$ cat config.mk
export PLATFORM = sky130hd
export DESIGN_NAME = grsi_ctrl
export DESIGN_NICKNAME = d
export VERILOG_FILES = /design/src/rtl/gyro_rate_smoother_integrator_core_macros.svh /design/src/rtl/grsi_pkg.sv /design/src/rtl/grsi_ctrl.sv
export SDC_FILE = /design/constraint.sdc
export NUM_CORES = 1
export LEC_CHECK = 0
export BUFFER_PORTS_ARGS = -buffer_cell sky130_fd_sc_hd__buf_2
export CAP_MARGIN = 25
export CORE_AREA = 4 4 41 43
export CTS_BUF_LIST = sky130_fd_sc_hd__clkbuf_4
export CTS_CLUSTER_SIZE = 16
export DETAILED_ROUTE_END_ITERATION = 10
export DIE_AREA = 0 0 45 47
export PLACE_DENSITY = 0.69
export RECOVER_POWER = 50
export SLEW_MARGIN = 20
export SYNTH_ARGS = -nofsm -noshare
export SYNTH_HDL_FRONTEND = slang
export SYNTH_SLANG_ARGS = --single-unit
$ cat constraint.sdc
create_clock -name i_clk -period 2.1 [get_ports i_clk]
set_clock_uncertainty 0.05 [all_clocks]
set_input_delay 0.105 -clock i_clk [delete_from_list [all_inputs] [get_ports i_clk]]
set_output_delay 0.105 -clock i_clk [all_outputs]
set_load 0.03 [all_outputs]
$ cat src/rtl/gyro_rate_smoother_integrator_core_macros.svh
// Assertion macros shared by the gyro smoother RTL.
// Each macro checks an implication on the rising clock edge, outside reset.
`ifndef GYRO_RATE_SMOOTHER_INTEGRATOR_CORE_MACROS_SVH
`define GYRO_RATE_SMOOTHER_INTEGRATOR_CORE_MACROS_SVH

`ifndef ASSERT_OFF
// Same-cycle implication.
`define GRSI_ASSERT_NOW(name, clk, rst_n, ante, cons) \
    name: assert property (@(posedge clk) disable iff (!rst_n) (ante) |-> (cons)) \
        else $error("grsi assertion failed");
// Next-cycle implication.
`define GRSI_ASSERT_NEXT(name, clk, rst_n, ante, cons) \
    name: assert property (@(posedge clk) disable iff (!rst_n) (ante) |=> (cons)) \
        else $error("grsi assertion failed");
`else
`define GRSI_ASSERT_NOW(name, clk, rst_n, ante, cons)
`define GRSI_ASSERT_NEXT(name, clk, rst_n, ante, cons)
`endif

`endif

$ cat src/rtl/grsi_pkg.sv
package grsi_pkg;

    // Default accumulator width
    localparam int VALUE_WIDTH_DEF = 32;

    // Shared multiplier: 64-bit A by 34-bit B, two 32-bit slices of A
    localparam int MUL_A_W = 64;
    localparam int MUL_B_W = 34;
    localparam int MUL_P_W = MUL_A_W + MUL_B_W;

    // Opcodes
    localparam logic [1:0] OP_SAMPLE  = 2'd0;
    localparam logic [1:0] OP_READ    = 2'd1;
    localparam logic [1:0] OP_RESTART = 2'd2;

    // Configuration register indexes
    localparam logic [1:0] CFG_ENABLE = 2'd0;
    localparam logic [1:0] CFG_SENS   = 2'd1;
    localparam logic [1:0] CFG_DZONE  = 2'd2;

    // Arithmetic constants
    localparam logic [31:0] K_DEG_NS    = 32'd4128596019;  // deg per ns, Q56
    localparam logic [62:0] DT_MAX_NS   = 63'd500000000;
    localparam logic [28:0] DT_CAP_NS   = 29'd2142934;     // base alpha saturates here
    localparam logic [36:0] BASE_RECIP  = 37'd92233720369; // ceil(2^56 / 781250)
    localparam logic [41:0] BASE_MUL    = 42'd7168;
    localparam logic [41:0] BASE_OFS    = 42'd390625;
    localparam logic [14:0] ALPHA_MIN   = 15'd7864;
    localparam logic [14:0] ALPHA_MAX   = 15'd19661;
    localparam logic [17:0] ALPHA_CAP   = 18'd55706;
    localparam logic [17:0] MAG_CAP     = 18'd200000;
    localparam logic [39:0] FIFTH_RECIP = 40'd838861;      // ceil(2^22 / 5)
    localparam logic [15:0] SENS_UNITY  = 16'd256;
    localparam logic [15:0] SENS_RESET  = 16'd256;
    localparam logic [15:0] DZONE_RESET = 16'd655;

    // Datapath step codes
    typedef logic [4:0] t_step;
    localparam t_step STEP_NONE     = 5'd0;
    localparam t_step STEP_CLEAR    = 5'd1;
    localparam t_step STEP_FIRST    = 5'd2;
    localparam t_step STEP_SKIP     = 5'd3;
    localparam t_step STEP_TAKE     = 5'd4;
    localparam t_step STEP_PREP     = 5'd5;
    localparam t_step STEP_MUL_YT   = 5'd6;
    localparam t_step STEP_MUL_YK   = 5'd7;
    localparam t_step STEP_MUL_YE   = 5'd8;
    localparam t_step STEP_MUL_PT   = 5'd9;
    localparam t_step STEP_MUL_PK   = 5'd10;
    localparam t_step STEP_MUL_PE   = 5'd11;
    localparam t_step STEP_MUL_BASE = 5'd12;
    localparam t_step STEP_ALPHA    = 5'd13;
    localparam t_step STEP_DIFF     = 5'd14;
    localparam t_step STEP_MUL_YB   = 5'd15;
    localparam t_step STEP_MUL_PB   = 5'd16;
    localparam t_step STEP_SUM      = 5'd17;
    localparam t_step STEP_OUT_ZERO = 5'd18;
    localparam t_step STEP_OUT_SUM  = 5'd19;

    // Controller to datapath
    typedef struct packed {
        logic  in_ready;
        logic  mul_start;
        t_step step;
    } t_cmd;

    // Datapath to controller
    typedef struct packed {
        logic [1:0] op;
        logic       enable;
        logic       first;
        logic       dt_ok;
        logic       mul_done;
        logic       out_free;
    } t_stat;

endpackage

$ cat src/rtl/grsi_ctrl.sv
module grsi_ctrl import grsi_pkg::*; (
    input  logic  i_clk,
    input  logic  i_rst_n,
    input  logic  i_in_valid,
    input  t_stat i_stat,
    output t_cmd  o_cmd
);

    localparam logic [3:0] S_IDLE   = 4'd0;
    localparam logic [3:0] S_DECODE = 4'd1;
    localparam logic [3:0] S_PREP   = 4'd2;
    localparam logic [3:0] S_MYT    = 4'd3;
    localparam logic [3:0] S_MYK    = 4'd4;
    localparam logic [3:0] S_MYE    = 4'd5;
    localparam logic [3:0] S_MPT    = 4'd6;
    localparam logic [3:0] S_MPK    = 4'd7;
    localparam logic [3:0] S_MPE    = 4'd8;
    localparam logic [3:0] S_MBASE  = 4'd9;
    localparam logic [3:0] S_ALPHA  = 4'd10;
    localparam logic [3:0] S_DIFF   = 4'd11;
    localparam logic [3:0] S_MYB    = 4'd12;
    localparam logic [3:0] S_MPB    = 4'd13;
    localparam logic [3:0] S_SUM    = 4'd14;
    localparam logic [3:0] S_OUT    = 4'd15;

    logic [3:0] r_state;
    logic [3:0] n_state;
    logic       r_started;
    logic       n_started;
    logic [3:0] w_mul_next;
    logic       w_is_mul;
    t_step      w_mul_step;

    // Map multiply states to their step and successor
    always_comb begin
        w_is_mul   = 1'b1;
        w_mul_step = STEP_NONE;
        w_mul_next = S_IDLE;
        case (r_state)
            S_MYT: begin
                w_mul_step = STEP_MUL_YT;
                w_mul_next = S_MYK;
            end
            S_MYK: begin
                w_mul_step = STEP_MUL_YK;
                w_mul_next = S_MYE;
            end
            S_MYE: begin
                w_mul_step = STEP_MUL_YE;
                w_mul_next = S_MPT;
            end
            S_MPT: begin
                w_mul_step = STEP_MUL_PT;
                w_mul_next = S_MPK;
            end
            S_MPK: begin
                w_mul_step = STEP_MUL_PK;
                w_mul_next = S_MPE;
            end
            S_MPE: begin
                w_mul_step = STEP_MUL_PE;
                w_mul_next = S_MBASE;
            end
            S_MBASE: begin
                w_mul_step = STEP_MUL_BASE;
                w_mul_next = S_ALPHA;
            end
            S_MYB: begin
                w_mul_step = STEP_MUL_YB;
                w_mul_next = S_MPB;
            end
            S_MPB: begin
                w_mul_step = STEP_MUL_PB;
                w_mul_next = S_SUM;
            end
            default: w_is_mul = 1'b0;
        endcase
    end

    // Next state and commands
    always_comb begin
        n_state         = r_state;
        n_started       = r_started;
        o_cmd.in_ready  = 1'b0;
        o_cmd.mul_start = 1'b0;
        o_cmd.step      = STEP_NONE;
        if (w_is_mul) begin
            // Issue once, then hold until the product is back
            o_cmd.step      = w_mul_step;
            o_cmd.mul_start = !r_started;
            n_started       = 1'b1;
            if (r_started && i_stat.mul_done) begin
                n_state   = w_mul_next;
                n_started = 1'b0;
            end
        end else begin
            case (r_state)
                S_IDLE: begin
                    o_cmd.in_ready = 1'b1;
                    if (i_in_valid) begin
                        n_state = S_DECODE;
                    end
                end
                S_DECODE: begin
                    n_state = S_IDLE;
                    if (!i_stat.enable) begin
                        o_cmd.step = STEP_CLEAR;
                        if (i_stat.op == OP_READ) begin
                            n_state = S_OUT;
                        end
                    end else begin
                        case (i_stat.op)
                            OP_SAMPLE: begin
                                if (i_stat.first) begin
                                    o_cmd.step = STEP_FIRST;
                                end else if (!i_stat.dt_ok) begin
                                    o_cmd.step = STEP_SKIP;
                                end else begin
                                    o_cmd.step = STEP_TAKE;
                                    n_state    = S_PREP;
                                end
                            end
                            OP_READ:    n_state = S_OUT;
                            OP_RESTART: o_cmd.step = STEP_CLEAR;
                            default:    n_state = S_IDLE;
                        endcase
                    end
                end
                S_PREP: begin
                    o_cmd.step = STEP_PREP;
                    n_state    = S_MYT;
                end
                S_ALPHA: begin
                    o_cmd.step = STEP_ALPHA;
                    n_state    = S_DIFF;
                end
                S_DIFF: begin
                    o_cmd.step = STEP_DIFF;
                    n_state    = S_MYB;
                end
                S_SUM: begin
                    o_cmd.step = STEP_SUM;
                    n_state    = S_IDLE;
                end
                S_OUT: begin
                    // Wait for the output slot to free up
                    if (i_stat.out_free) begin
                        o_cmd.step = i_stat.enable ? STEP_OUT_SUM : STEP_OUT_ZERO;
                        n_state    = S_IDLE;
                    end
                end
                default: n_state = S_IDLE;
            endcase
        end
    end

    always_ff @(posedge i_clk) begin
        if (!i_rst_n) begin
            r_state   <= S_IDLE;
            r_started <= 1'b0;
        end else begin
            r_state   <= n_state;
            r_started <= n_started;
        end
    end

endmodule

### Word level (Yosys, flattened, before mapping)

Index checks and enable logic that the tools add are counted.

| cells by class | value |
|---|---|
| equality and inequality tests | 20 |
| muxes and demuxes | 25 |
| reduce and logical (&&, ||, !) cells | 6 |

Operators with widths:

| cell | number |
|---|---|
| 5-bit one-hot mux with 9 select lines | 1 |
| 4-bit one-hot mux with 9 select lines | 1 |
| 4-bit equality test (second input constant) | 8 |
| 5-bit one-hot mux with 6 select lines | 1 |
| 4-bit 2-to-1 mux | 6 |
| 4-bit one-hot mux with 6 select lines | 1 |
| 4-bit by 3-bit equality test with 1-bit output (second input constant) | 4 |
| 5-bit 2-to-1 mux | 2 |
| 3-bit 2-to-1 mux | 3 |
| 9-bit OR reduction | 1 |
| 4-bit by 2-bit equality test with 1-bit output (second input constant) | 2 |
| 4-bit one-hot mux with 2 select lines | 1 |
| 1-bit 2-to-1 mux | 6 |
| 3-bit inequality test (second input constant) | 2 |
| 3-bit one-hot mux with 2 select lines | 1 |
| 4-bit by 1-bit equality test with 1-bit output (second input constant) | 1 |
| 4-bit logical NOT | 1 |
| 2-bit 2-to-1 mux | 2 |
| 3-bit AND reduction | 1 |
| 2-bit by 1-bit equality test with 1-bit output (second input constant) | 1 |
| 2-bit equality test (second input constant) | 1 |
| 2-bit logical NOT | 1 |
| 2-bit by 1-bit inequality test with 1-bit output (second input constant) | 1 |
| 1-bit logical AND | 1 |
| 1-bit logical NOT | 1 |

| storage, ports and cells | value |
|---|---|
| bits in registers | 5 |
| input port bits | 10 |
| output and inout port bits | 7 |
| logic and storage cells | 53 |

### Longest topological paths before layout

Gate-level depths: netlist of run 1.

| logic depth | value |
|---|---|
| depth after elaboration | 6 |
| mapped depth | 5 |
| depth with buffers taken out | 4 |

### Worst setup path before layout of run 1

No wires, ideal clock.

| path | value |
|---|---|
| kind | flip-flop to output port |
| start point | reg r_state[0] |
| end point | out o_cmd[4] (netlist name) |
| arrival time | 1,602 ps |
| data required time | 1,945 ps |
| path slack | 343 ps |
| cell stages (with the launch flop) | 5 |
| buffers on the path | 2 |
| path through | dfxtp_1 -> clkbuf_1 -> clkbuf_1 -> nor2_1 -> nor3b_1 |

RTL lines:

| what | line | RTL |
|---|---|---|
| start: declaration | grsi_ctrl.sv:26 | `logic [3:0] r_state;` |
| start signal: assignment | grsi_ctrl.sv:162 | `r_state <= n_state;` |
| end: declaration | grsi_ctrl.sv:6 | `output t_cmd o_cmd` |

==> flow_summary.json, run 1 <==
{
  "diodes": 0,
  "met3WireLength_um": 48,
  "grt_pass1_wl_um": 2170,
  "grt_antenna_before_repair": 0,
  "nNetsFinal": 102,
  "timing_hold_violations_final": 0,
  "clock-sinks": 5,
  "cts_tree": "built",
  "period_share": 0.910,
  "hold-path-endpoint": "r_state[3]",
  "startpoint_to_endpoint_class_of_the_critical_path": "flop to output port",
  "hp-class": "input port to flop",
  "grtUsageTotal": 0.139,
  "synth_cell_type_count": 31,
  "postCtsSetupBuffers": 0,
  "metal_1_wl_um": 689,
  "routedWlPerCell_um": 13.5,
  "yosysSeqAreaShare": 0.185,
  "total_die_area_um2": 2120,
  "drt-initial-drc-count": 13,
  "top_signal_layer_used": "met4",
  "ff_latch_area_um2": 100,
  "drv_slew": 0,
  "timing.slew.headroom": 0.651,
  "rsz0062_at_grt": "false",
  "start_util": 0.416,
  "layout-area-overhead-vs-synth_pct": 17.3,
  "postLayoutCoreUtil": 0.488,
  "postSynthCellCount": 76,
  "layout_common_cells": "buf_2 (13), nor2_1 (10), o21ai_0 (7), nand2_1 (7)",
  "status": "complete, no violations",
  "route.vias.total": 603,
  "antenna_violating_nets_post_route": 0,
  "fillCellCount": 142,
  "worst-slew-pin-transition_ps": 523,
  "worst_setup_path_start_kind": "flop",
  "drcViolationCount": 0,
  "clkTransAtPathRegs_ps": 40,
  "finalWeightedCongestion": 0.753,
  "mappedNetlistNets": 86,
  "synth.yosys.warnings": 0,
  "vdd_drop_max_mv": 0.619,
  "critical_path.reg2reg.startpoint": "r_state[1]",
  "num_rows": 13,
  "multi_input_comb_area_um2": 399,
  "post_cts_hold_buffer_count": 0,
  "cts_buffer_count": 3,
  "synthesis.area_um2": 542,
  "reg2reg_to": "r_state[2]",
  "synthesized_flop_and_latch_total": 5,
  "cap_viol_max_count": 0,
  "worst_skew_pair.late_latency_ps": 240,
  "cts_root_buf": "clkbuf_4",
  "worstHoldPathCells": 2,
  "grt_remaining_overflow": 0,
  "core_region_area_um2": 1300,
  "layout-drive-gt1-share": 0.209,
  "synth_async_sr_flop_share": 0,
  "synth_top_flop_cell": "dfxtp_1",
  "powerDensity_nw_per_um2": 1460,
  "number_of_synthesized_flops_with_an_enable_pin": 0,
  "via_count_of_the_first_global_routing_pass": 491,
  "final.min_clock_period_ps": 1910,
  "hpwl_um": 1050,
  "timing.final.setup_violations": 0,
  "die_height_um": 47,
  "grt_start_max_net_pins": 19,
  "cellLeakagePower_nw": 0.283,
  "drtPass1Iterations": 4,
  "critical_path.endpoint_type": "output port",
  "syn-mean-instance-area_um2": 7.13,
  "timing.critical_path.required_ps": 1950,
  "timing.reg2reg.worst_path_depth": 4,
  "path_max_fanout": 18,
  "layout.cells.most_common": "buf_2",
  "totalWireLength_um": 1440,
  "detail_route.vias_per_cell": 5.69,
  "timing.setup.tns_ps": 0,
  "port-buffer-count": 16,
  "min_from": "i_rst_n",
  "design.portCount": 17,
  "postCtsResizedCells": 0,
  "crit_arrival_ps": 1760,
  "h-tree-depth": 1,
  "die_w_um": 45,
  "fmaxAchievable_ghz": 0.523,
  "clock_tree.buffer_depth": 2,
  "met2_length_um": 675,
  "timing.reg2reg.setup_slack_ps": 300
}
## sequential cells by signal, indices dropped and copies added (netlist names)
name,flops
r_started,1
r_state,4
## critical path, cell delays in order, from the launching register on
cell	delay, ps
dfxtp_1	640
nand2_1	230
a22oi_2	280
nor2b_1	170
buf_2	200
## area by class of cell
class,count,area share
sequential,5,0.157
timing repair buffer,16,0.120
inverter,3,0.0177
tap,15,0.0295
multi-input combinational,63,0.628
clock buffer,4,0.0472
## worst max-delay path by stage
stage / start / endpoint / slack [ps]
2_1_floorplan: r_state[0] / o_cmd[4] / 340
3_3_place_gp: r_state[1] / r_state[1] / 430
3_5_place_dp: r_state[1] / r_state[2] / 400
4_1_cts: r_state[0] / o_cmd[5] / 220
5_1_grt: r_state[0] / o_cmd[5] / 70
6_report: r_state[0] / o_cmd[5] / 190
## through the flow
step	hold slack (ps)	cells	cell area (µm²)	power, mW	setup slack [ps]
finish	109	106	636	0.930	190
global route	115	106	636	0.995	68.9
CTS	101	106	649	0.953	223
detailed placement	346	102	619	0.818	396
global placement	345	102	619	0.812	431
floorplan	189	76	542	0.686	343
## layer usage
layer | GRT usage | up-vias
met5 | 0 | -
li1 | - | 310
met4 | 0.0526 | 0
met3 | 0.0383 | 2
met2 | 0.215 | 13
met1 | 0.184 | 278
## power by group
group / internal [mW] / leakage [nW] / total (mW) / switching (mW)
clock: 0.0849 / 0.0184 / 0.127 / 0.0424
sequential: 0.129 / 0.0413 / 0.230 / 0.101
combinational: 0.211 / 0.223 / 0.572 / 0.361
total: 0.425 / 0.283 / 0.930 / 0.505
## logic make-up after synthesis
group	count (synthesis)	synth area share
buffers and inverters	8	0.0600
multiplexers	3	0.0554
XOR/XNOR	1	0.0162
AND/OR/NAND/NOR	33	0.333
flip-flops	5	0.185
AO/OA/AOI/OAI	26	0.351
## cell usage after synthesis, drive strengths merged, types with 3 or more instances
library cell	number	area, µm²
a21oi	6	33.8
a311oi	3	26.3
clkbuf	3	11.3
dfxtp	5	100
inv	3	11.3
mux2i	3	30.0
nand2	7	26.3
nor2	10	37.5
nor3b	4	30.0
o21ai	7	35.0
Note: power is estimated with default switching activity, not from simulation.
==> run 2: changes to the inputs <==
--- a/config.mk
+++ b/config.mk
@@ -14,3 +14,3 @@
 export DIE_AREA = 0 0 45 47
-export PLACE_DENSITY = 0.69
+export PLACE_DENSITY = 0.66
 export RECOVER_POWER = 50
==> constraint.sdc (replaced) <==
create_clock -name i_clk -period 2.1 [get_ports i_clk]
set_clock_uncertainty 0.05 [all_clocks]
set_input_delay 0 -clock i_clk [delete_from_list [all_inputs] [get_ports i_clk]]
set_output_delay 0 -clock i_clk [all_outputs]
set_load 0.03 [all_outputs]
==> run 2 against run 1 <==
Combinational power grew 5.4%. Cell count increased by 2.8%. Count of clock-buffer cells in the layout unchanged. Maximum frequency increased by 3.2%. Flip-flop and latch count is the same. Die area is the same. Sequential power down 10%. Global-route usage is 1.2 points higher. Register-to-register slack lost 20 ps. Wire length is 2.4% lower.
==> flow_summary.json, run 2 (same netlist as run 1, synthesis figures left out) <==
{
  "status": "complete, no violations",
  "drv_slew": 0,
  "start_util": 0.416,
  "clock-sinks": 5,
  "worst_setup_path_start_kind": "flop",
  "layout.cells.most_common": "buf_2",
  "layout-area-overhead-vs-synth_pct": 21.0,
  "critical_path.reg2reg.startpoint": "r_state[1]",
  "grt_remaining_overflow": 0,
  "antenna_violating_nets_post_route": 0,
  "cts_root_buf": "clkbuf_4",
  "diodes": 0,
  "drcViolationCount": 0,
  "largestRegisters": "r_state (4), r_started (1)",
  "finalWeightedCongestion": 0.833,
  "worst-slew-pin-transition_ps": 441,
  "timing.slew.headroom": 0.706,
  "grt_pass1_wl_um": 2420,
  "path_max_fanout": 15,
  "critical_path.endpoint_type": "output port",
  "min_from": "i_stat[1]",
  "largest_reg_flops": 4,
  "crit_arrival_ps": 1800,
  "cts_tree": "built",
  "timing.critical_path.slowest_cell_delay_ps": 580,
  "powerDensity_nw_per_um2": 1440,
  "die_height_um": 47,
  "rsz0062_at_grt": "false",
  "die_w_um": 45,
  "route.vias.total": 620,
  "layout_common_cells": "buf_2 (13), nor2_1 (10), o21ai_0 (7), nand2_1 (7)",
  "routedWlPerCell_um": 12.8,
  "cap_viol_max_count": 0,
  "detail_route.vias_per_cell": 5.69,
  "h-tree-depth": 1,
  "via_count_of_the_first_global_routing_pass": 579,
  "fmaxAchievable_ghz": 0.540,
  "grtUsageTotal": 0.151,
  "period_share": 0.882,
  "timing_hold_violations_final": 0,
  "startpoint_to_endpoint_class_of_the_critical_path": "flop to output port",
  "clkTransAtPathRegs_ps": 50,
  "timing.critical_path.required_ps": 2050,
  "hp-class": "input port to flop",
  "drtPass1Iterations": 4,
  "cts_buffer_count": 3,
  "core_region_area_um2": 1300,
  "timing.final.setup_violations": 0,
  "nNetsFinal": 105,
  "cp_cell_sequence": "nand2_1, a22oi_1, nor2b_1, buf_2",
  "timing.setup.tns_ps": 0,
  "final.min_clock_period_ps": 1850,
  "drt-initial-drc-count": 17,
  "cellLeakagePower_nw": 0.296,
  "total_die_area_um2": 2120,
  "hold_slack_ps": 97.3,
  "totalWireLength_um": 1400,
  "post_cts_hold_buffer_count": 1,
  "grt_antenna_before_repair": 0,
  "num_rows": 13,
  "hpwl_um": 1090,
  "vdd_drop_max_mv": 0.774,
  "worst_skew_pair.late_latency_ps": 250,
  "port-buffer-count": 16,
  "design.portCount": 17,
  "layout-drive-gt1-share": 0.213,
  "clock_tree.buffer_depth": 2,
  "largest-register": "r_state",
  "grt_start_max_net_pins": 16,
  "crit_path_slowest_cell": "dfxtp_1",
  "total_power_draw_mw": 0.942,
  "dpl-instance-area_um2": 634,
  "worstSetupStartpoint": "r_state[1]",
  "postCtsResizedCells": 0,
  "final_cell_area_um2": 656,
  "postCtsSetupBuffers": 0
}
run 2: cell types whose count changed in the layout (fill, tap and decap cells not counted):
cell           previous run  this run
a22oi_2                   1         0
buf_4                     0         2
a22oi_1                   0         1
dlygate4sd3_1             0         1
run 2: cell type report:
type                       instances  area, µm²
clock buffer                       4       30.0
tap                               15       18.8
timing repair buffer              19        101
sequential                         5        100
multi-input combinational         63        394
fill                             142        646
inverter                           3       11.3
run 2: worst max-delay path, delay by kind of cell, from the launching register on:
kind                   cells  cell delay (ps)
buffers and inverters      1              200
AND/OR/NAND/NOR            2              390
AO/OA/AOI/OAI              1              380
flip-flops                 1              580
run 2: power breakdown:
group	internal, mW	switching (mW)	total (mW)
Combinational	0.226	0.376	0.603
Sequential	0.129	0.0774	0.206
Clock	0.0852	0.0471	0.132
run 2: final timing paths:
path / to / slack [ps] / cells after the start
setup / recovery: o_cmd[5] / 250 / 4
hold / removal: r_started / 100 / 4
setup reg to reg: r_state[2] / 280 / 4
hold reg to reg: r_state[0] / 530 / 2
run 2: through the flow:
stage	cells	utilization	worst slack, ps
2_1_floorplan	76	-	448
3_3_place_gp	104	0.488	452
3_5_place_dp	104	0.488	402
4_1_cts	109	0.518	344
5_1_grt	109	0.504	129
6_report	109	0.504	249
run 2: layer usage:
| metal | track usage | wire [µm] | vias to the layer above |
|---|---|---|---|
| met3 | 0.0268 | 93 | 2 |
| li1 | - | - | 316 |
| met2 | 0.251 | 652 | 22 |
| met1 | 0.192 | 636 | 280 |
| met5 | 0 | 0 | - |
| met4 | 0.0643 | 17 | 0 |
